===== config.mk =====
export PLATFORM = sky130hd
export DESIGN_NAME = utf8_decimal_digit_string_check
export DESIGN_NICKNAME = d
export VERILOG_FILES = /design/src/design/udd_pkg.sv /design/src/design/udd_front.sv /design/src/design/udd_fifo.sv /design/src/design/udd_back.sv /design/src/design/utf8_decimal_digit_string_check.sv
export SDC_FILE = /design/constraint.sdc
export NUM_CORES = 1
export LEC_CHECK = 0
export BUFFER_PORTS_ARGS = -buffer_cell sky130_fd_sc_hd__buf_2
export CORE_UTILIZATION = 28
export CTS_CLUSTER_DIAMETER = 150
export DETAILED_ROUTE_END_ITERATION = 10
export GPL_TIMING_DRIVEN = 1
export HOLD_SLACK_MARGIN = 0.06
export MAX_ROUTING_LAYER = met4
export PLACE_DENSITY = 0.43
export SLEW_MARGIN = 20
export SYNTH_ARGS = -nofsm -noshare
export SYNTH_HDL_FRONTEND = slang
export SYNTH_SLANG_ARGS = --single-unit

===== constraint.sdc =====
create_clock -name clk_i -period 3.9 [get_ports clk_i]
set_input_delay 0.195 -clock clk_i [delete_from_list [all_inputs] [get_ports clk_i]]
set_output_delay 0.195 -clock clk_i [all_outputs]
set_load 0.005 [all_outputs]

===== src/design/udd_pkg.sv =====
// Shared types, constants and the Nd digit range table for the UTF-8 digit string checker.
// No dependencies; used by udd_front, udd_fifo, udd_back and the top level.
package udd_pkg;

  localparam int unsigned CNT_W      = 25;
  localparam int unsigned CP_W       = 21;
  localparam int unsigned NUM_RANGES = 71;
  localparam int unsigned FIFO_DEPTH = 4;
  localparam int unsigned FIFO_AW    = $clog2(FIFO_DEPTH);

  localparam logic [CNT_W-1:0] LIMIT_RESET = 25'h100_0000;
  localparam logic [CNT_W-1:0] CNT_MAX     = '1;

  localparam logic [CP_W-1:0] MIN_LEN2  = 21'h00080;
  localparam logic [CP_W-1:0] MIN_LEN3  = 21'h00800;
  localparam logic [CP_W-1:0] MIN_LEN4  = 21'h10000;
  localparam logic [CP_W-1:0] MAX_CP    = 21'h10FFFF;
  localparam logic [CP_W-1:0] SURR_LO   = 21'h0D800;
  localparam logic [CP_W-1:0] SURR_HI   = 21'h0DFFF;

  localparam logic [2:0] SEQ_LEN2 = 3'd2;
  localparam logic [2:0] SEQ_LEN3 = 3'd3;
  localparam logic [2:0] SEQ_LEN4 = 3'd4;

  typedef enum logic [2:0] {
    CLS_NUL,
    CLS_DIGIT,
    CLS_ASCII,
    CLS_LEAD2,
    CLS_LEAD3,
    CLS_LEAD4,
    CLS_CONT,
    CLS_BAD
  } byte_cls_e;

  typedef enum logic [1:0] {
    VERDICT_NOT_DIGITS = 2'd0,
    VERDICT_DIGITS     = 2'd1,
    VERDICT_OVERSIZE   = 2'd2
  } verdict_e;

  typedef struct packed {
    byte_cls_e  cls;
    logic [5:0] bits;
  } byte_item_t;

  localparam logic [CP_W-1:0] ND_LO [NUM_RANGES] = '{
    21'h00030, 21'h00660, 21'h006F0, 21'h007C0, 21'h00966, 21'h009E6, 21'h00A66,
    21'h00AE6, 21'h00B66, 21'h00BE6, 21'h00C66, 21'h00CE6, 21'h00D66, 21'h00DE6,
    21'h00E50, 21'h00ED0, 21'h00F20, 21'h01040, 21'h01090, 21'h017E0, 21'h01810,
    21'h01946, 21'h019D0, 21'h01A80, 21'h01A90, 21'h01B50, 21'h01BB0, 21'h01C40,
    21'h01C50, 21'h0A620, 21'h0A8D0, 21'h0A900, 21'h0A9D0, 21'h0A9F0, 21'h0AA50,
    21'h0ABF0, 21'h0FF10, 21'h104A0, 21'h10D30, 21'h10D40, 21'h11066, 21'h110F0,
    21'h11136, 21'h111D0, 21'h112F0, 21'h11450, 21'h114D0, 21'h11650, 21'h116C0,
    21'h116D0, 21'h11730, 21'h118E0, 21'h11950, 21'h11BF0, 21'h11C50, 21'h11D50,
    21'h11DA0, 21'h11F50, 21'h16130, 21'h16A60, 21'h16AC0, 21'h16B50, 21'h16D70,
    21'h1CCF0, 21'h1D7CE, 21'h1E140, 21'h1E2F0, 21'h1E4F0, 21'h1E5F1, 21'h1E950,
    21'h1FBF0
  };

  localparam logic [CP_W-1:0] ND_HI [NUM_RANGES] = '{
    21'h00039, 21'h00669, 21'h006F9, 21'h007C9, 21'h0096F, 21'h009EF, 21'h00A6F,
    21'h00AEF, 21'h00B6F, 21'h00BEF, 21'h00C6F, 21'h00CEF, 21'h00D6F, 21'h00DEF,
    21'h00E59, 21'h00ED9, 21'h00F29, 21'h01049, 21'h01099, 21'h017E9, 21'h01819,
    21'h0194F, 21'h019D9, 21'h01A89, 21'h01A99, 21'h01B59, 21'h01BB9, 21'h01C49,
    21'h01C59, 21'h0A629, 21'h0A8D9, 21'h0A909, 21'h0A9D9, 21'h0A9F9, 21'h0AA59,
    21'h0ABF9, 21'h0FF19, 21'h104A9, 21'h10D39, 21'h10D49, 21'h1106F, 21'h110F9,
    21'h1113F, 21'h111D9, 21'h112F9, 21'h11459, 21'h114D9, 21'h11659, 21'h116C9,
    21'h116E3, 21'h11739, 21'h118E9, 21'h11959, 21'h11BF9, 21'h11C59, 21'h11D59,
    21'h11DA9, 21'h11F59, 21'h16139, 21'h16A69, 21'h16AC9, 21'h16B59, 21'h16D79,
    21'h1CCF9, 21'h1D7FF, 21'h1E149, 21'h1E2F9, 21'h1E4F9, 21'h1E5FA, 21'h1E959,
    21'h1FBF9
  };

  // Parallel compare against every range, OR-reduced.
  function automatic logic is_nd(input logic [CP_W-1:0] cp);
    logic hit;
    hit = 1'b0;
    for (int i = 0; i < NUM_RANGES; i++) begin
      if (cp >= ND_LO[i] && cp <= ND_HI[i]) begin
        hit = 1'b1;
      end
    end
    return hit;
  endfunction

  function automatic logic scalar_ok(input logic [CP_W-1:0] cp, input logic [2:0] len);
    logic ok;
    ok = 1'b1;
    if (len == SEQ_LEN2 && cp < MIN_LEN2) ok = 1'b0;
    if (len == SEQ_LEN3 && cp < MIN_LEN3) ok = 1'b0;
    if (len == SEQ_LEN4 && cp < MIN_LEN4) ok = 1'b0;
    if (cp > MAX_CP) ok = 1'b0;
    if (cp >= SURR_LO && cp <= SURR_HI) ok = 1'b0;
    return ok;
  endfunction

endpackage


===== src/design/udd_front.sv =====
// Front end: takes string bytes and classifies each into a NUL/digit/ASCII/lead/continuation/bad class.
// Depends on udd_pkg; feeds udd_fifo.
module udd_front import udd_pkg::*; (
  input  logic       byte_valid_i,
  input  logic [7:0] byte_value_i,
  output logic       byte_stall_o,
  input  logic       fifo_full_i,
  output logic       push_o,
  output byte_item_t push_item_o
);

  byte_cls_e cls;

  always_comb begin
    if (byte_value_i == 8'h00) begin
      cls = CLS_NUL;
    end else if (byte_value_i >= 8'h30 && byte_value_i <= 8'h39) begin
      cls = CLS_DIGIT;
    end else if (byte_value_i < 8'h80) begin
      cls = CLS_ASCII;
    end else if (byte_value_i <= 8'hBF) begin
      cls = CLS_CONT;
    end else if (byte_value_i >= 8'hC2 && byte_value_i <= 8'hDF) begin
      cls = CLS_LEAD2;
    end else if (byte_value_i >= 8'hE0 && byte_value_i <= 8'hEF) begin
      cls = CLS_LEAD3;
    end else if (byte_value_i >= 8'hF0 && byte_value_i <= 8'hF4) begin
      cls = CLS_LEAD4;
    end else begin
      cls = CLS_BAD;
    end
  end

  assign byte_stall_o     = fifo_full_i;
  assign push_o           = byte_valid_i && !fifo_full_i;
  assign push_item_o.cls  = cls;
  assign push_item_o.bits = byte_value_i[5:0];

endmodule


===== src/design/udd_fifo.sv =====
// Short queue of classified bytes between the front end and the decoder.
// Depends on udd_pkg.
module udd_fifo import udd_pkg::*; (
  input  logic       clk_i,
  input  logic       rst_ni,
  input  logic       push_i,
  input  byte_item_t push_item_i,
  output logic       full_o,
  input  logic       pop_i,
  output logic       empty_o,
  output byte_item_t pop_item_o
);

  byte_item_t             mem_q [FIFO_DEPTH];
  logic [FIFO_AW-1:0]     wr_ptr_q, wr_ptr_d;
  logic [FIFO_AW-1:0]     rd_ptr_q, rd_ptr_d;
  logic [FIFO_AW:0]       count_q, count_d;

  assign full_o     = (count_q == (FIFO_AW+1)'(FIFO_DEPTH));
  assign empty_o    = (count_q == '0);
  assign pop_item_o = mem_q[rd_ptr_q];

  always_comb begin
    wr_ptr_d = push_i ? wr_ptr_q + 1'b1 : wr_ptr_q;
    rd_ptr_d = pop_i  ? rd_ptr_q + 1'b1 : rd_ptr_q;
    count_d  = count_q;
    if (push_i && !pop_i) begin
      count_d = count_q + 1'b1;
    end else if (pop_i && !push_i) begin
      count_d = count_q - 1'b1;
    end
  end

  always_ff @(posedge clk_i or negedge rst_ni) begin
    if (!rst_ni) begin
      wr_ptr_q <= '0;
      rd_ptr_q <= '0;
      count_q  <= '0;
    end else begin
      wr_ptr_q <= wr_ptr_d;
      rd_ptr_q <= rd_ptr_d;
      count_q  <= count_d;
    end
  end

  always_ff @(posedge clk_i) begin
    if (push_i) begin
      mem_q[wr_ptr_q] <= push_item_i;
    end
  end

endmodule


===== src/design/udd_back.sv =====
// Back end: strict UTF-8 decoder, length counter, Nd range check and verdict register.
// Depends on udd_pkg; pops from udd_fifo.
module udd_back import udd_pkg::*; (
  input  logic             clk_i,
  input  logic             rst_ni,
  input  logic [CNT_W-1:0] limit_i,
  input  logic             empty_i,
  input  byte_item_t       item_i,
  output logic             pop_o,
  output logic             verdict_valid_o,
  input  logic             verdict_stall_i,
  output logic [1:0]       verdict_o
);

  logic [CNT_W-1:0] cnt_q, cnt_d;
  logic [1:0]       pend_q, pend_d;
  logic [2:0]       seq_q, seq_d;
  logic [CP_W-1:0]  cp_q, cp_d;
  logic             failed_q, failed_d;
  // Finished scalar, registered and range-checked in the cycle after it completes.
  logic             chk_q, chk_d;
  logic [CP_W-1:0]  chk_cp_q, chk_cp_d;
  logic [2:0]       chk_len_q, chk_len_d;
  logic             out_valid_q, out_valid_d;
  verdict_e         out_q, out_d;

  logic             slot_free;
  logic             is_nul;
  logic             chk_bad;
  logic [CP_W-1:0]  cp_shift;

  assign slot_free = !out_valid_q || !verdict_stall_i;
  assign is_nul    = (item_i.cls == CLS_NUL);
  assign pop_o     = !empty_i && (!is_nul || slot_free);
  assign chk_bad   = chk_q && !(scalar_ok(chk_cp_q, chk_len_q) && is_nd(chk_cp_q));
  assign cp_shift  = {cp_q[CP_W-7:0], item_i.bits};

  assign verdict_valid_o = out_valid_q;
  assign verdict_o       = out_q;

  always_comb begin
    cnt_d       = cnt_q;
    pend_d      = pend_q;
    seq_d       = seq_q;
    cp_d        = cp_q;
    failed_d    = failed_q | chk_bad;
    chk_d       = 1'b0;
    chk_cp_d    = chk_cp_q;
    chk_len_d   = chk_len_q;
    out_valid_d = slot_free ? 1'b0 : out_valid_q;
    out_d       = out_q;

    if (pop_o) begin
      if (is_nul) begin
        out_valid_d = 1'b1;
        if (cnt_q > limit_i) begin
          out_d = VERDICT_OVERSIZE;
        end else if (cnt_q == '0 || failed_q || chk_bad || pend_q != 2'd0) begin
          out_d = VERDICT_NOT_DIGITS;
        end else begin
          out_d = VERDICT_DIGITS;
        end
        cnt_d    = '0;
        pend_d   = '0;
        seq_d    = '0;
        cp_d     = '0;
        failed_d = 1'b0;
      end else begin
        if (cnt_q <= limit_i && cnt_q != CNT_MAX) begin
          cnt_d = cnt_q + 1'b1;
        end
        if (!failed_q) begin
          if (pend_q == 2'd0) begin
            case (item_i.cls)
              CLS_DIGIT: ;
              CLS_LEAD2: begin
                seq_d  = SEQ_LEN2;
                pend_d = 2'd1;
                cp_d   = CP_W'(item_i.bits[4:0]);
              end
              CLS_LEAD3: begin
                seq_d  = SEQ_LEN3;
                pend_d = 2'd2;
                cp_d   = CP_W'(item_i.bits[3:0]);
              end
              CLS_LEAD4: begin
                seq_d  = SEQ_LEN4;
                pend_d = 2'd3;
                cp_d   = CP_W'(item_i.bits[2:0]);
              end
              default: failed_d = 1'b1;
            endcase
          end else if (item_i.cls != CLS_CONT) begin
            failed_d = 1'b1;
            pend_d   = '0;
          end else begin
            pend_d = pend_q - 1'b1;
            if (pend_q == 2'd1) begin
              chk_d     = 1'b1;
              chk_cp_d  = cp_shift;
              chk_len_d = seq_q;
              cp_d      = '0;
              seq_d     = '0;
            end else begin
              cp_d = cp_shift;
            end
          end
        end
      end
    end
  end

  always_ff @(posedge clk_i or negedge rst_ni) begin
    if (!rst_ni) begin
      cnt_q       <= '0;
      pend_q      <= '0;
      seq_q       <= '0;
      cp_q        <= '0;
      failed_q    <= 1'b0;
      chk_q       <= 1'b0;
      out_valid_q <= 1'b0;
    end else begin
      cnt_q       <= cnt_d;
      pend_q      <= pend_d;
      seq_q       <= seq_d;
      cp_q        <= cp_d;
      failed_q    <= failed_d;
      chk_q       <= chk_d;
      out_valid_q <= out_valid_d;
    end
  end

  always_ff @(posedge clk_i) begin
    chk_cp_q  <= chk_cp_d;
    chk_len_q <= chk_len_d;
    out_q     <= out_d;
  end

endmodule


===== src/design/utf8_decimal_digit_string_check.sv =====
// Top level of the UTF-8 decimal digit string checker.
// Depends on udd_pkg, udd_front, udd_fifo and udd_back.
//
// Bytes of a NUL-terminated string enter one per clock while byte_stall_o is low. Each is
// classified on entry and queued (four entries) for the decoder, which retires one byte
// per cycle unless a NUL waits on a held verdict: strict UTF-8 decode, a saturating
// length count against length_limit, and a check of every scalar against the Unicode Nd
// digit ranges. The terminating NUL produces one verdict (0 not all digits, 1 all
// digits, 2 oversize) in the cycle after it is taken, held in an output register; the
// NUL leaves the queue only while that register is free, so a held verdict blocks the
// decoder and, once the queue fills, the byte input. Sustained rate is one byte per
// cycle while no verdict is held. Write length_limit only while no string is in flight.
module utf8_decimal_digit_string_check import udd_pkg::*; (
  input  logic             clk_i,
  input  logic             rst_ni,
  input  logic             cfg_we_i,
  input  logic [CNT_W-1:0] cfg_wdata_i,
  input  logic             byte_valid_i,
  input  logic [7:0]       byte_value_i,
  output logic             byte_stall_o,
  output logic             verdict_valid_o,
  input  logic             verdict_stall_i,
  output logic [1:0]       verdict_o
);

  logic [CNT_W-1:0] limit_q;
  logic             fifo_full;
  logic             fifo_empty;
  logic             push;
  logic             pop;
  byte_item_t       push_item;
  byte_item_t       pop_item;

  always_ff @(posedge clk_i or negedge rst_ni) begin
    if (!rst_ni) begin
      limit_q <= LIMIT_RESET;
    end else if (cfg_we_i) begin
      limit_q <= cfg_wdata_i;
    end
  end

  udd_front u_front (
    .byte_valid_i (byte_valid_i),
    .byte_value_i (byte_value_i),
    .byte_stall_o (byte_stall_o),
    .fifo_full_i  (fifo_full),
    .push_o       (push),
    .push_item_o  (push_item)
  );

  udd_fifo u_fifo (
    .clk_i       (clk_i),
    .rst_ni      (rst_ni),
    .push_i      (push),
    .push_item_i (push_item),
    .full_o      (fifo_full),
    .pop_i       (pop),
    .empty_o     (fifo_empty),
    .pop_item_o  (pop_item)
  );

  udd_back u_back (
    .clk_i           (clk_i),
    .rst_ni          (rst_ni),
    .limit_i         (limit_q),
    .empty_i         (fifo_empty),
    .item_i          (pop_item),
    .pop_o           (pop),
    .verdict_valid_o (verdict_valid_o),
    .verdict_stall_i (verdict_stall_i),
    .verdict_o       (verdict_o)
  );

endmodule


Word-level counts from Yosys, hierarchy flattened:

Memories as Yosys holds them, arrays and structs flattened.
Cells that the tools add are included.

* $add $sub $neg: 6
* multiply operators: 0
* div/mod/pow operators: 0
* $lt $le $gt $ge: 160
* equal/unequal tests: 14
* shift operators: 0
* multiplexer cells: 122
* bitwise gates (word level): 5
* reductions and logical operators: 115

Operators by type and width (count)
* >= comparator 21 x 17 -> 1 bit (second input constant): 34
* <= comparator 21 x 17 -> 1 bit (second input constant): 34
* >= comparator 21 x 12 -> 1 bit (second input constant): 13
* <= comparator 21 x 12 -> 1 bit (second input constant): 13
* >= comparator 21 x 13 -> 1 bit (second input constant): 12
* <= comparator 21 x 13 -> 1 bit (second input constant): 12
* >= comparator 21 x 16 -> 1 bit (second input constant): 9
* <= comparator 21 x 16 -> 1 bit (second input constant): 9
* two-way mux 1 bit: 94
* logical AND 1 bit: 86
* two-way mux 15 bit: 5
* >= comparator 21 x 11 -> 1 bit (second input constant): 3
* <= comparator 21 x 11 -> 1 bit (second input constant): 3
* two-way mux 25 bit: 2
* case mux 15 bit (3 select lines): 1
* two-way mux 3 bit: 13
* <= comparator 8 bit (second input constant): 4
* adder 25 x 1 -> 25 bit (second input constant): 1
* greater-than comparator 25 bit: 1
* <= comparator 25 bit: 1
* zero test 25 bit: 1
* != test 25 bit (second input constant): 1
* >= comparator 8 bit (second input constant): 3
* >= comparator 21 x 6 -> 1 bit (second input constant): 1
* other kinds (38): 66

* bits in registers: 106
* latch bits: 0
* bits in writable memories: 36
* bits in read-only memories: 0
* input bits: 38
* output and inout port bits: 4
* word-level logic and storage cells: 437
* memories kept: 1

Memories
* u_fifo.mem_q: depth 4, width 9, rd ports 1, clocked after Yosys merged registers in 0, wr ports 1, line udd_fifo.sv:14 `byte_item_t mem_q [FIFO_DEPTH];`

Logic depth before layout (Yosys ltp):

Gate-level depths: netlist of run 1.

* word-level depth: 82
* depth in mapped cells: 13
* depth with buffers taken out: 11

Cells and area by module:

A second synthesis of run 1 with hierarchy kept.

* cells, all modules: 1210
* area total of the unflattened synthesis: 10537.6 um^2

Modules (own cells, without submodules)
* udd_back: times used 1, cells each 1054, area an instance 7653.6 um^2, seq. area each 1981.9 um^2
* udd_fifo: times used 1, cells each 81, area an instance 1694.1 um^2, seq. area each 1256.2 um^2
* utf8_decimal_digit_string_check: times used 1, cells each 53, area an instance 1034.7 um^2, seq. area each 626.9 um^2
* udd_front: times used 1, cells each 22, area an instance 155.1 um^2, seq. area each 0.0 um^2

Worst setup path after synthesis of run 1:

OpenSTA, ideal clock, no wires.

* path type: reg2reg
* from: register u_fifo.rd_ptr_q[1]
* to: register u_back.chk_cp_q[0] (enable)
* library setup time: 0.466 ns
* arrival time: 3.808 ns
* data required time: 3.434 ns
* path slack: -0.374 ns
* stages on the path, launching flop included: 6
* buffers on the path: 1
* period minus slack after synthesis: 4.274 ns
* cell sequence: dfrtp_1 clkbuf_1 mux4_2 nand3b_1 nand2b_1 nor4_1

* word-level cells in the longest chain between the ends: 6
* elaborated cells between the ends (all ways): 9
* classes of those cells: eq/ne: 1; bitwise: 2; reduce/logical: 5; memory: 1

Ends and longest elaborated chain
* start, declared: line udd_fifo.sv:16 `logic [FIFO_AW-1:0] rd_ptr_q, rd_ptr_d;`
* start signal, assigned: line udd_fifo.sv:41 `rd_ptr_q <= rd_ptr_d;`
* memory (4 x 9 bit) *
* zero test 3 bit: line udd_back.sv:33 `assign is_nul = (item_i.cls == CLS_NUL);`
* zero test 1 bit: line udd_back.sv:34 `assign pop_o = !empty_i && (!is_nul || slot_free);`
* logical OR 1 bit: line udd_back.sv:34
* logical AND 1 bit: line udd_back.sv:34
* AND reduction 6 bit (no line) *
* end signal, assigned: line udd_back.sv:134 `chk_cp_q <= chk_cp_d;`
* end, declared: line udd_back.sv:22 `logic [CP_W-1:0] chk_cp_q, chk_cp_d;`

Every way passes the cells marked *; elsewhere a longest branch is shown, timed or not.
A chain may end at the register's enable or synchronous reset.

Final worst setup path of run 1:

* from: register u_back.chk_cp_q[19]
* to: register u_back.out_q[0] (netlist: u_back.verdict_o[0]), data pin

* word-level cells in the longest chain between the ends: 79
* elaborated cells between the ends (all ways): 305
* classes of those cells: order compare: 148; mux: 77; reduce/logical: 80

Ends and longest elaborated chain
* >= comparator 21 x 6 -> 1 bit or <= comparator 21 x 6 -> 1 bit (tied branches): line udd_pkg.sv:80 `if (cp >= ND_LO[i] && cp <= ND_HI[i]) begin`
* logical AND 1 bit: line udd_pkg.sv:80
* two-way mux 1 bit (71 in a row): line udd_pkg.sv:80
* logical AND 1 bit *: line udd_back.sv:35 `assign chk_bad = chk_q && !(scalar_ok(chk_cp_q, chk_len_q) && is_nd(chk_cp_q));`
* zero test 1 bit *: line udd_back.sv:35
* logical AND 1 bit *: line udd_back.sv:35
* logical OR 1 bit * (2 in a row): line udd_back.sv:58 `end else if (cnt_q == '0 || failed_q || chk_bad || pend_q != 2'd0) begin`
* two-way mux 1 bit *: line udd_back.sv:58
* end signal, assigned: line udd_back.sv:136 `out_q <= out_d;`
* end, declared: line udd_back.sv:25 `verdict_e out_q, out_d;`

Marks and branches as above.

==> impl_metrics.csv, run 1 <==
group,metric,value,unit
pwr,switching_power,1.759,mW
logic_synthesis,synthCells,1204,
pwr,ir_worst_vdd,386.5,µV
grt,grt_first_pass_wirelength,69970,µm
floorplanning,chipWidth,193.7,µm
logic_synthesis,syn_nets,1277,
floorplanning,core,0.03583,mm²
timing,slew_viol_final,0,
placement,gp_congestion,1.076,
drt,num_vias,10789,
worst_setup_path,path_cells,"or4_1 > buf_12 > nor4_1 > buf_4 > o22ai_1 > o21ai_0 > buf_4 > o2111ai_1 > nor4_1 > nand4_1 > nor4_2 > buf_4 > nor4_1",
logic_synthesis,yosys_register_bits,142,
drt,viasPerCell,5.928,
worst_setup_path,crit_path_top_delay_cell,"or4_1",
pwr,pwr_density_cell,399.6,mW/mm²
logic_synthesis,synth_area,0.01028,mm²
logic_synthesis,ys_types,86,
logic_synthesis,yosysTopAreaCell,"dfrtp_1",
layout,final_cell_area,0.01276,mm²
logic_synthesis,synth_ff_type,"dfrtp_1",
drt,drc,0,
grt,grt_pass1_vias,10467,
clock_tree,clk_latency,430,ps
clock_tree,clock-sinks,142,
floorplanning,placementRows,69,
clock_tree,clkTransAtPathRegs,60,ps
drt,first_pass_iters,6,
layout,drive_gt1_frac,0.1885,
pwr,intPower,3.339,mW
drt,routed_wirelength,46420,µm
pwr,leakagePower,4.812,nW
run_status,status,"complete, no violations",
grt,grtUsageTotal,0.2572,
timing,setup_violations,0,
logic_synthesis,syn_avg_cell_area,8.542,µm²
floorplanning,fp.dieArea,0.03750,mm²
flow_run,drv_cap,0,
logic_synthesis,async_flop_share,0.5634,
worst_setup_path,r2r-start,"u_back.chk_cp_q[19]",
grt,grt_antenna_before_repair,1,
timing,max-slew-margin-rel,0.3231,
pwr,clkPwrFrac,0.307,
worst_setup_path,r2r_cells,13,
timing,rsz0062_at_grt,"false",
worst_setup_path,r2r_end,"u_back.verdict_o[0]",
placement,place_hpwl,35240,µm
drt,drt-initial-drc-count,1416,
logic_synthesis,ys_seq_area_frac,0.3758,
hold_path,min_path_type,"in -> reg",
worst_setup_path,critPathCaptureType,"flip-flop",
layout,layout.cells.non_filler,1820,
clock_tree,h-tree-depth,4,
placement,dp_cells,1755,
timing,post-route-worst-setup-slack,120.2,ps
logic_synthesis,netlist.area_leader.share,0.1922,
worst_setup_path,critPathKind,"reg -> reg",
hold_path,whs_path_depth,1,
worst_setup_path,crit_fanout,23,
layout,finish.utilization,0.3561,
worst_setup_path,critPathLaunchType,"flip-flop",
timing,tns,0,ps
drt,antenna_left,0,
clock_tree,tritoncts,"built",
grt,grt-ovfl-total,0,
grt,grt_start_max_net_pins,55,
placement,postPlaceCellArea,0.01186,mm²
drt,wire_per_inst,25.50,µm
timing,finalHoldViolCount,0,
worst_setup_path,cp.arrival,3950,ps
hold_path,hp-start,"byte_value_i[5]",
floorplanning,initial_core_util,0.2871,
pwr,seq_power_share,0.408,
floorplanning,io_pins,42,
layout,syn_to_final_growth,24.04,%
placement,place_ws,46.62,ps
floorplanning,die_y,193.7,µm
logic_synthesis,ys_warn_count,0,
pwr,p_comb_frac,0.285,
worst_setup_path,worstSetupStartpoint,"u_back.chk_cp_q[19]",
worst_setup_path,crit_end,"u_back.verdict_o[0]",
timing,fin_skew,7.632,ps
timing,whs,94.78,ps
pwr,swShare,0.3451,
timing,tightest_slew,989.7,ps
worst_setup_path,max_stage_delay,600,ps
timing,fmax,264.6,MHz
pwr,p_total,5.098,mW
clock_tree,cts-root-buf,"clkbuf_16",
logic_synthesis,synth_edf_count,62,
worst_setup_path,regToRegSetupSlack,120,ps
placement,portBuffers,41,
timing,min_period,3780,ps
logic_synthesis,synth_area_leaders,"dfrtp_1 (19%), edfxtp_1 (18%), nand2_1 (5.1%)",
timing,period_share,0.9692,
clock_tree,cts_buffers,17,
worst_setup_path,required,4070,ps
clock_tree,ctsLongestPathBuffers,2,
layout,nets,1418,
cell usage after synthesis, types with 7 or more instances:
| cell type | n |
|---|---|
| buf_2 | 19 |
| o2111ai_1 | 8 |
| and3_1 | 9 |
| a31oi_1 | 17 |
| and2_1 | 9 |
| a21o_1 | 9 |
| or2_2 | 11 |
| nand2b_1 | 16 |
| and4_1 | 7 |
| or3_1 | 10 |
| o31ai_1 | 15 |
| nand3_1 | 60 |
| a2111oi_0 | 12 |
| o22ai_1 | 10 |
| nor4_1 | 40 |
| a21oi_1 | 58 |
| a32oi_1 | 7 |
| a211oi_1 | 8 |
| clkbuf_1 | 58 |
| o21ai_0 | 87 |
| xor2_1 | 23 |
| buf_1 | 10 |
| nand4_1 | 44 |
| nor2_1 | 83 |
| or4_1 | 13 |
| nor3_1 | 48 |
| ha_1 | 34 |
| nor2b_1 | 18 |
| mux4_2 | 9 |
| nand2_1 | 140 |
| edfxtp_1 | 62 |
| inv_1 | 40 |
| dfrtp_1 | 79 |
| nand3b_1 | 7 |
sequential cells by signal, summed over array words and instances, names as in the netlist, 2 cells and up:
name and cells:
u_back.cnt_q 25, u_back.seq_q 3, limit_q 25, u_fifo.rd_ptr_q 2, u_fifo.mem_q 36, u_fifo.wr_ptr_q 2, u_back.chk_len_q 3, u_back.pend_q 2
u_back.chk_cp_q 21, u_fifo.count_q 3, u_back.verdict_o 2, u_back.cp_q 15
worst max-delay path, delay by kind of cell (launching register included):
family / cells / cell delay [ps]
and+or+nand+nor: 6 / 1960
buffers and inverters: 4 / 770
DFF: 1 / 440
AOI/OAI and AO/OA: 3 / 350
metal layers:
layer	wire length [µm]	vias to the layer above	global-route usage
met3	3554	171	0.04088
li1	-	4854	-
met1	19030	5207	0.3244
met2	20800	557	0.3865
met4	3035	0	0.1573
met5	0	-	-
final cells by class:
type | count | area [µm²]
clock buffers | 18 | 429.2
well taps | 461 | 576.8
inverters | 42 | 157.7
fillers | 3718 | 23070
diodes | 1 | 2.502
repair buffers | 213 | 1692
flip-flops and latches | 142 | 3865
multi-input cells | 929 | 5899
clock inverters | 14 | 135.1
how the worst min path moves through the flow:
stage,end,slack (ps)
2_1_floorplan,limit_q[0],-100
3_3_place_gp,limit_q[1],310
3_5_place_dp,limit_q[1],310
4_1_cts,u_fifo.mem_q[0][5],70
5_1_grt,u_fifo.mem_q[0][5],80
6_report,u_fifo.mem_q[0][5],90
power by group through the flow:
stage | Combinational [mW] | Clock [mW] | Sequential, mW
global route | 1.66 | 1.67 | 2.12
detailed placement | 1.44 | 0 | 2.11
floorplan | 1.02 | 0 | 2.01
global placement | 1.43 | 0 | 2.11
finish | 1.45 | 1.57 | 2.08
CTS | 1.47 | 1.61 | 2.08
placed cells by master (no fill, tap or decap), types with 40 or more instances in the layout:
cell / count
nor2_1: 83
dfrtp_1: 79
buf_4: 132
nand2_1: 140
edfxtp_1: 62
nand4_1: 44
a21oi_1: 58
inv_1: 40
buf_2: 40
nor3_1: 48
o21ai_0: 87
nand3_1: 60
repair_timing:
| action | in CTS | in global routing |
|---|---|---|
| gates resized for setup | 0 | 1 |
| hold buffers | 32 | 0 |
| setup buffers | 0 | 0 |
| hold endpoints to repair | 98 | 0 |
| setup endpoints to repair | 0 | 1 |
cell families (layout without fill, tap and decap cells):
| family | count (synthesis) | in the layout | synth area share |
|---|---|---|---|
| xor+xnor | 27 | 27 | 0.02299 |
| fa+ha+maj | 35 | 35 | 0.04331 |
| compound gates | 296 | 296 | 0.1891 |
| buf+inv | 133 | 287 | 0.05341 |
| other cells | 0 | 1 | 0 |
| mux | 13 | 13 | 0.02384 |
| simple gates | 558 | 558 | 0.2916 |
| flops | 142 | 142 | 0.3758 |
(Power assumes the default switching activity.)
==> run 2, diff against run 1 <==
--- a/config.mk
+++ b/config.mk
@@ -5,7 +5,7 @@
 export SDC_FILE = /design/constraint.sdc
 export NUM_CORES = 1
 export LEC_CHECK = 0
-export BUFFER_PORTS_ARGS = -buffer_cell sky130_fd_sc_hd__buf_2
+export BUFFER_PORTS_ARGS = -buffer_cell sky130_fd_sc_hd__buf_4
 export CORE_UTILIZATION = 28
 export CTS_CLUSTER_DIAMETER = 150
 export DETAILED_ROUTE_END_ITERATION = 10
==> run 2 against run 1 <==
Net effect: worst hold slack improved by 98 ps; via count increased by 1.5%; non-clock buffer count increased by 14; critical endpoint unchanged; worst setup slack improved by 62 ps; critical path depth decreased by 1.
==> impl_metrics.csv, run 2 (synthesis results as in run 1) <==
group,metric,value,unit
grt,grt_start_max_net_pins,57,
clock_tree,clkTransAtPathRegs,60,ps
worst_setup_path,required,4070,ps
pwr,p_total,5.146,mW
worst_setup_path,crit_fanout,14,
hold_path,min_path_type,"in -> reg",
placement,portBuffers,41,
floorplanning,core,0.03583,mm²
worst_setup_path,critPathCaptureType,"flip-flop",
grt,grt_pass1_vias,10699,
timing,setup_violations,0,
layout,layout_common_cells,"buf_4 (185), nand2_1 (140), o21ai_0 (87)",
worst_setup_path,crit_top_cell,"buf_4",
floorplanning,initial_core_util,0.2871,
worst_setup_path,max_stage_delay,610,ps
drt,viasPerCell,5.975,
clock_tree,ctsLongestPathBuffers,2,
drt,wire_per_inst,25.89,µm
run_status,status,"complete, no violations",
timing,min_period,3717,ps
clock_tree,cts_buffers,17,
floorplanning,die_y,193.7,µm
clock_tree,clk_latency,420,ps
drt,antenna_left,0,
placement,dp_cells,1764,
clock_tree,tritoncts,"built",
layout,drive_gt1_frac,0.1961,
timing,slew_viol_final,0,
pwr,leakagePower,4.919,nW
worst_setup_path,critPathLaunchType,"flip-flop",
worst_setup_path,regToRegSetupSlack,180,ps
timing,fmax,269.0,MHz
timing,max-slew-margin-rel,0.4351,
grt,grt-ovfl-total,0,
layout,top_register,"u_fifo.mem_q",
layout,biggestRegsByFlops,"u_fifo.mem_q: 36 flops, limit_q: 25 flops, u_back.cnt_q: 25 flops",
floorplanning,chipWidth,193.7,µm
timing,rsz0062_at_grt,"false",
floorplanning,fp.dieArea,0.03750,mm²
grt,grtUsageTotal,0.2621,
timing,finalHoldViolCount,0,
placement,place_hpwl,35640,µm
drt,drc,0,
grt,grt_antenna_before_repair,0,
timing,period_share,0.9532,
floorplanning,io_pins,42,
pwr,ir_worst_vdd,368.8,µV
layout,syn_to_final_growth,26.19,%
clock_tree,h-tree-depth,4,
placement,gp_congestion,1.075,
layout,nets,1432,
timing,fin_skew,8.857,ps
layout,layout.cells.non_filler,1833,
worst_setup_path,cp.arrival,3890,ps
grt,grt_first_pass_wirelength,71320,µm
pwr,pwr_density_cell,396.5,mW/mm²
layout,final_common_cell,"buf_4",
clock_tree,clock-sinks,142,
timing,whs,192.5,ps
floorplanning,placementRows,69,
worst_setup_path,crit_path_top_delay_cell,"edfxtp_1",
flow_run,drv_cap,0,
worst_setup_path,critPathKind,"reg -> reg",
layout,fillCellCount,3698,
layout,largest_register_ffs,36,
drt,drt-initial-drc-count,1134,
worst_setup_path,path_cells,"nand4bb_1 > buf_4 > nor3_1 > a22oi_1 > buf_4 > a2111oi_0 > a2111oi_0 > nand4_1 > or4_1 > nor4_2 > buf_4 > nor4_1",
layout,diodes,0,
layout,finish.utilization,0.3622,
drt,routed_wirelength,47460,µm
drt,num_vias,10952,
clock_tree,cts-root-buf,"clkbuf_16",
drt,first_pass_iters,7,
timing,tightest_slew,826.0,ps
timing,tns,0,ps
## run 2: cell types whose count changed in the layout (fill, tap and decap cells not counted), moves of 2 or more
cell	delta
inv_6	-3
buf_2	-40
buf_4	+53
clkinv_2	+2
## run 2: stage by stage
step	cell area, µm²	setup slack, ps
floorplan	10290	609.6
detailed placement	12030	-138.2
CTS	12940	76.85
global route	12980	7.121
global placement	12030	-200.5
finish	12980	182.6
## run 2: worst max-delay path: cells and delay by family (launching register included)
| kind | cells | cell delay (ps) |
|---|---|---|
| simple gates | 6 | 1490 |
| flops | 1 | 610 |
| compound gates | 3 | 820 |
| buf+inv | 3 | 550 |
## run 2: report_power, final
part | total [mW] | switching, mW | internal [mW]
registers | 2.06 | 0.183 | 1.88
logic | 1.50 | 0.903 | 0.600
clock network | 1.58 | 0.639 | 0.944
total | 5.15 | 1.73 | 3.42
## run 2: cell type report
cell class                      count  area, µm²  share of cell area
Sequential cell                   142       3865              0.2978
Clock inverter                     13      141.4             0.01089
Clock buffer                       19      432.9             0.03336
Multi-Input combinational cell    929       5906              0.4550
Tap cell                          461      576.8             0.04444
Inverter                           42      157.7             0.01215
Timing Repair Buffer              227       1899              0.1463
## run 2: routing by layer
| layer | vias up | global-route usage | routed length [µm] |
|---|---|---|---|
| met5 | - | - | 0 |
| met4 | 0 | 0.1479 | 3070 |
| met2 | 630 | 0.4067 | 21310 |
| met3 | 185 | 0.04731 | 3832 |
| li1 | 4882 | - | - |
| met1 | 5255 | 0.3212 | 19240 |
## run 2: timing repair
action	CTS	global route
endpoints found under the hold margin	104	0
pin swaps	0	0
endpoints found under the setup margin	2	1
buffers inserted	0	4
resized for setup	1	2
hold buffers	33	0
## run 2: path summary, 6_finish.rpt
path	start	end	cells after the start
worst min-delay path	cfg_we_i	limit_q[24]	3
worst max register to register	u_back.chk_cp_q[3]	u_back.verdict_o[0]	12
worst max-delay path	u_back.chk_cp_q[3]	u_back.verdict_o[0]	12
worst min register to register	u_back.seq_q[0]	u_back.chk_len_q[0]	0
max in group asynchronous	rst_ni	u_back.cp_q[4]	3
min in group asynchronous	rst_ni	limit_q[4]	2
==> run 3, diff against run 2 <==
--- a/config.mk
+++ b/config.mk
@@ -13,6 +13,7 @@
 export HOLD_SLACK_MARGIN = 0.06
 export MAX_ROUTING_LAYER = met4
 export PLACE_DENSITY = 0.43
+export SETUP_SLACK_MARGIN = 0.2
 export SLEW_MARGIN = 20
 export SYNTH_ARGS = -nofsm -noshare
 export SYNTH_HDL_FRONTEND = slang
==> run 3 against run 2 <==
Net effect: sequential share of layout area decreased by 0.29 points; non-clock buffer count increased by 12; worst setup slack improved by 93 ps; register-to-register slack improved by 90 ps; highest routed layer unchanged; clock-buffer cell count unchanged; via count increased by 0.60%; first-iteration DRC count decreased by 0.62%; sequential power about the same; wire length increased by 0.67%; cell count increased by 0.65%; clock power about the same; maximum frequency increased by 2.6%.
==> impl_metrics.csv, run 3 (synthesis results as in run 1) <==
group,metric,value,unit
run_status,status,"complete, no violations",
layout,biggestRegsByFlops,"u_fifo.mem_q: 36 flops, limit_q: 25 flops, u_back.cnt_q: 25 flops",
grt,gr-usage-met3,0.04870,
drt,antenna_left,0,
clock_tree,h-tree-depth,4,
grt,grt_start_max_net_pins,57,
pwr,leakagePower,4.981,nW
layout,syn_to_final_growth,27.43,%
worst_setup_path,crit_family,"compound AO/OA/AOI/OAI gates",
floorplanning,fp.dieArea,0.03750,mm²
worst_setup_path,critPathCaptureType,"flip-flop",
flow_run,drv_cap,0,
pwr,ir_worst_vdd,368.8,µV
drt,drc,0,
layout,nets,1444,
layout,diodes,0,
grt,grt-ovfl-total,0,
grt,met1_usage,0.3200,
worst_setup_path,critPathBufInv,4,
grt,grt_first_pass_wirelength,71350,µm
drt,wire_per_inst,25.89,µm
timing,min_period,3625,ps
timing,slew_viol_final,0,
layout,largest_register_ffs,36,
worst_setup_path,critPathKind,"reg -> reg",
timing,finalHoldViolCount,0,
placement,gp_congestion,1.075,
floorplanning,placementRows,69,
layout,layout.cells.non_filler,1845,
worst_setup_path,required,4140,ps
worst_setup_path,regToRegSetupSlack,280,ps
floorplanning,chipWidth,193.7,µm
hold_path,hp-start,"cfg_we_i",
clock_tree,clock-sinks,142,
worst_setup_path,r2r_end,"u_back.verdict_o[0]",
worst_setup_path,cp.arrival,3860,ps
worst_setup_path,crit_top_cell,"buf_4",
placement,postPlaceCellArea,0.01203,mm²
worst_setup_path,r2r_cells,12,
hold_path,whs_path_depth,3,
timing,setup_violations,0,
grt,grtUsageTotal,0.2622,
drt,viasPerCell,5.972,
worst_setup_path,r2r-start,"u_back.chk_cp_q[15]",
grt,top_usage_layer,"met2",
grt,grt_pass1_vias,10706,
layout,drive_gt1_frac,0.2074,
clock_tree,ctsLongestPathBuffers,2,
placement,dp_cells,1764,
layout,top_register,"u_fifo.mem_q",
timing,max-slew-margin-rel,0.4592,
worst_setup_path,critPathLaunchType,"flip-flop",
layout,layout_common_cells,"buf_4 (197), nand2_1 (140), o21ai_0 (86)",
drt,drt-initial-drc-count,1127,
grt,grt_antenna_before_repair,0,
drt,routed_wirelength,47770,µm
clock_tree,clkTransAtPathRegs,60,ps
timing,period_share,0.9294,
timing,rsz0062_at_grt,"false",
clock_tree,tritoncts,"built",
timing,fmax,275.9,MHz
floorplanning,core,0.03583,mm²
clock_tree,cts_buffers,17,
clock_tree,cts-root-buf,"clkbuf_16",
placement,place_hpwl,35640,µm
layout,final_cell_area,0.01311,mm²
floorplanning,initial_core_util,0.2871,
timing,tightest_slew,790.8,ps
worst_setup_path,path_cells,"buf_4 > o31ai_1 > nand2_1 > buf_4 > a2111oi_0 > buf_4 > o22ai_1 > o41ai_1 > or4_1 > nor4_4 > buf_4 > nor4_1",
worst_setup_path,max_stage_delay,720,ps
floorplanning,die_y,193.7,µm
grt,met2_usage,0.4073,
worst_setup_path,crit_fanout,14,
worst_setup_path,crit_path_top_delay_cell,"a2111oi_0",
floorplanning,io_pins,42,
hold_path,min_path_type,"in -> reg",
placement,portBuffers,41,
clock_tree,clk_latency,420,ps
drt,first_pass_iters,7,
pwr,pwr_density_cell,392.9,mW/mm²
timing,fin_skew,8.743,ps
hold_path,hold_end,"limit_q[24]",
drt,num_vias,11018,
layout,final_common_cell,"buf_4",
[run 3: worst max path at each step]
| stage | startpoint | endpoint | slack (ps) | cells past startpoint |
|---|---|---|---|---|
| after CTS | u_back.chk_cp_q[19] | u_back.verdict_o[0] | 250 | 9 |
| after detailed placement | u_back.chk_cp_q[19] | u_back.verdict_o[0] | -140 | 9 |
| after global placement | u_back.chk_cp_q[19] | u_back.verdict_o[0] | -200 | 9 |
| final | u_back.chk_cp_q[15] | u_back.verdict_o[0] | 280 | 12 |
| after global routing | u_back.chk_cp_q[1] | u_back.verdict_o[0] | 200 | 12 |
| after floorplan | u_fifo.rd_ptr_q[1] | u_back.chk_cp_q[0] | 610 | 5 |
[run 3: tightest hold or removal path, cell delays in order]
cell and delay (ps):
buf_4 240, nand2_1 100, o21ai_0 70
[run 3: metal layers]
| layer | vias to the layer above | share of wire | wire length, µm |
|---|---|---|---|
| met5 | - | 0 | 0 |
| met1 | 5315 | 0.41 | 19530 |
| li1 | 4913 | - | - |
| met2 | 588 | 0.45 | 21640 |
| met3 | 202 | 0.072 | 3453 |
| met4 | 0 | 0.066 | 3149 |
[run 3: final cells by class]
cell class              count  area (µm²)
well taps                 461       576.8
inverters                  42       157.7
clock inverters            13       141.4
repair buffers            239        1989
multi-input cells         929        5943
fillers                  3697       22720
flip-flops and latches    142        3865
clock buffers              19       432.9
[run 3: metrics by stage]
| step | power (mW) | setup TNS [ps] | hold WS [ps] | utilization | setup WS (ps) |
|---|---|---|---|---|---|
| floorplan | 3.036 | 0 | -100.6 | - | 609.6 |
| global placement | 3.561 | -268.3 | 321.5 | 0.3357 | -200.5 |
| detailed placement | 3.577 | -138.9 | 318.0 | 0.3357 | -138.2 |
| CTS | 5.205 | 0 | 180.9 | 0.3615 | 248.8 |
| global route | 5.484 | 0 | 226.4 | 0.3658 | 199.1 |
| finish | 5.150 | 0 | 193.2 | 0.3658 | 275.2 |
[run 3: power by group]
group          internal, mW  switching [mW]
clock                 0.944           0.640
sequential             1.88           0.181
combinational         0.602           0.907
[run 3: repair_timing]
| action | 4_1_cts | 5_1_grt |
|---|---|---|
| setup buffers | 0 | 16 |
| endpoints found under the hold margin | 104 | 0 |
| pin swaps | 0 | 3 |
| hold buffers | 33 | 0 |
| endpoints found under the setup margin | 2 | 2 |
| resized for setup | 3 | 12 |
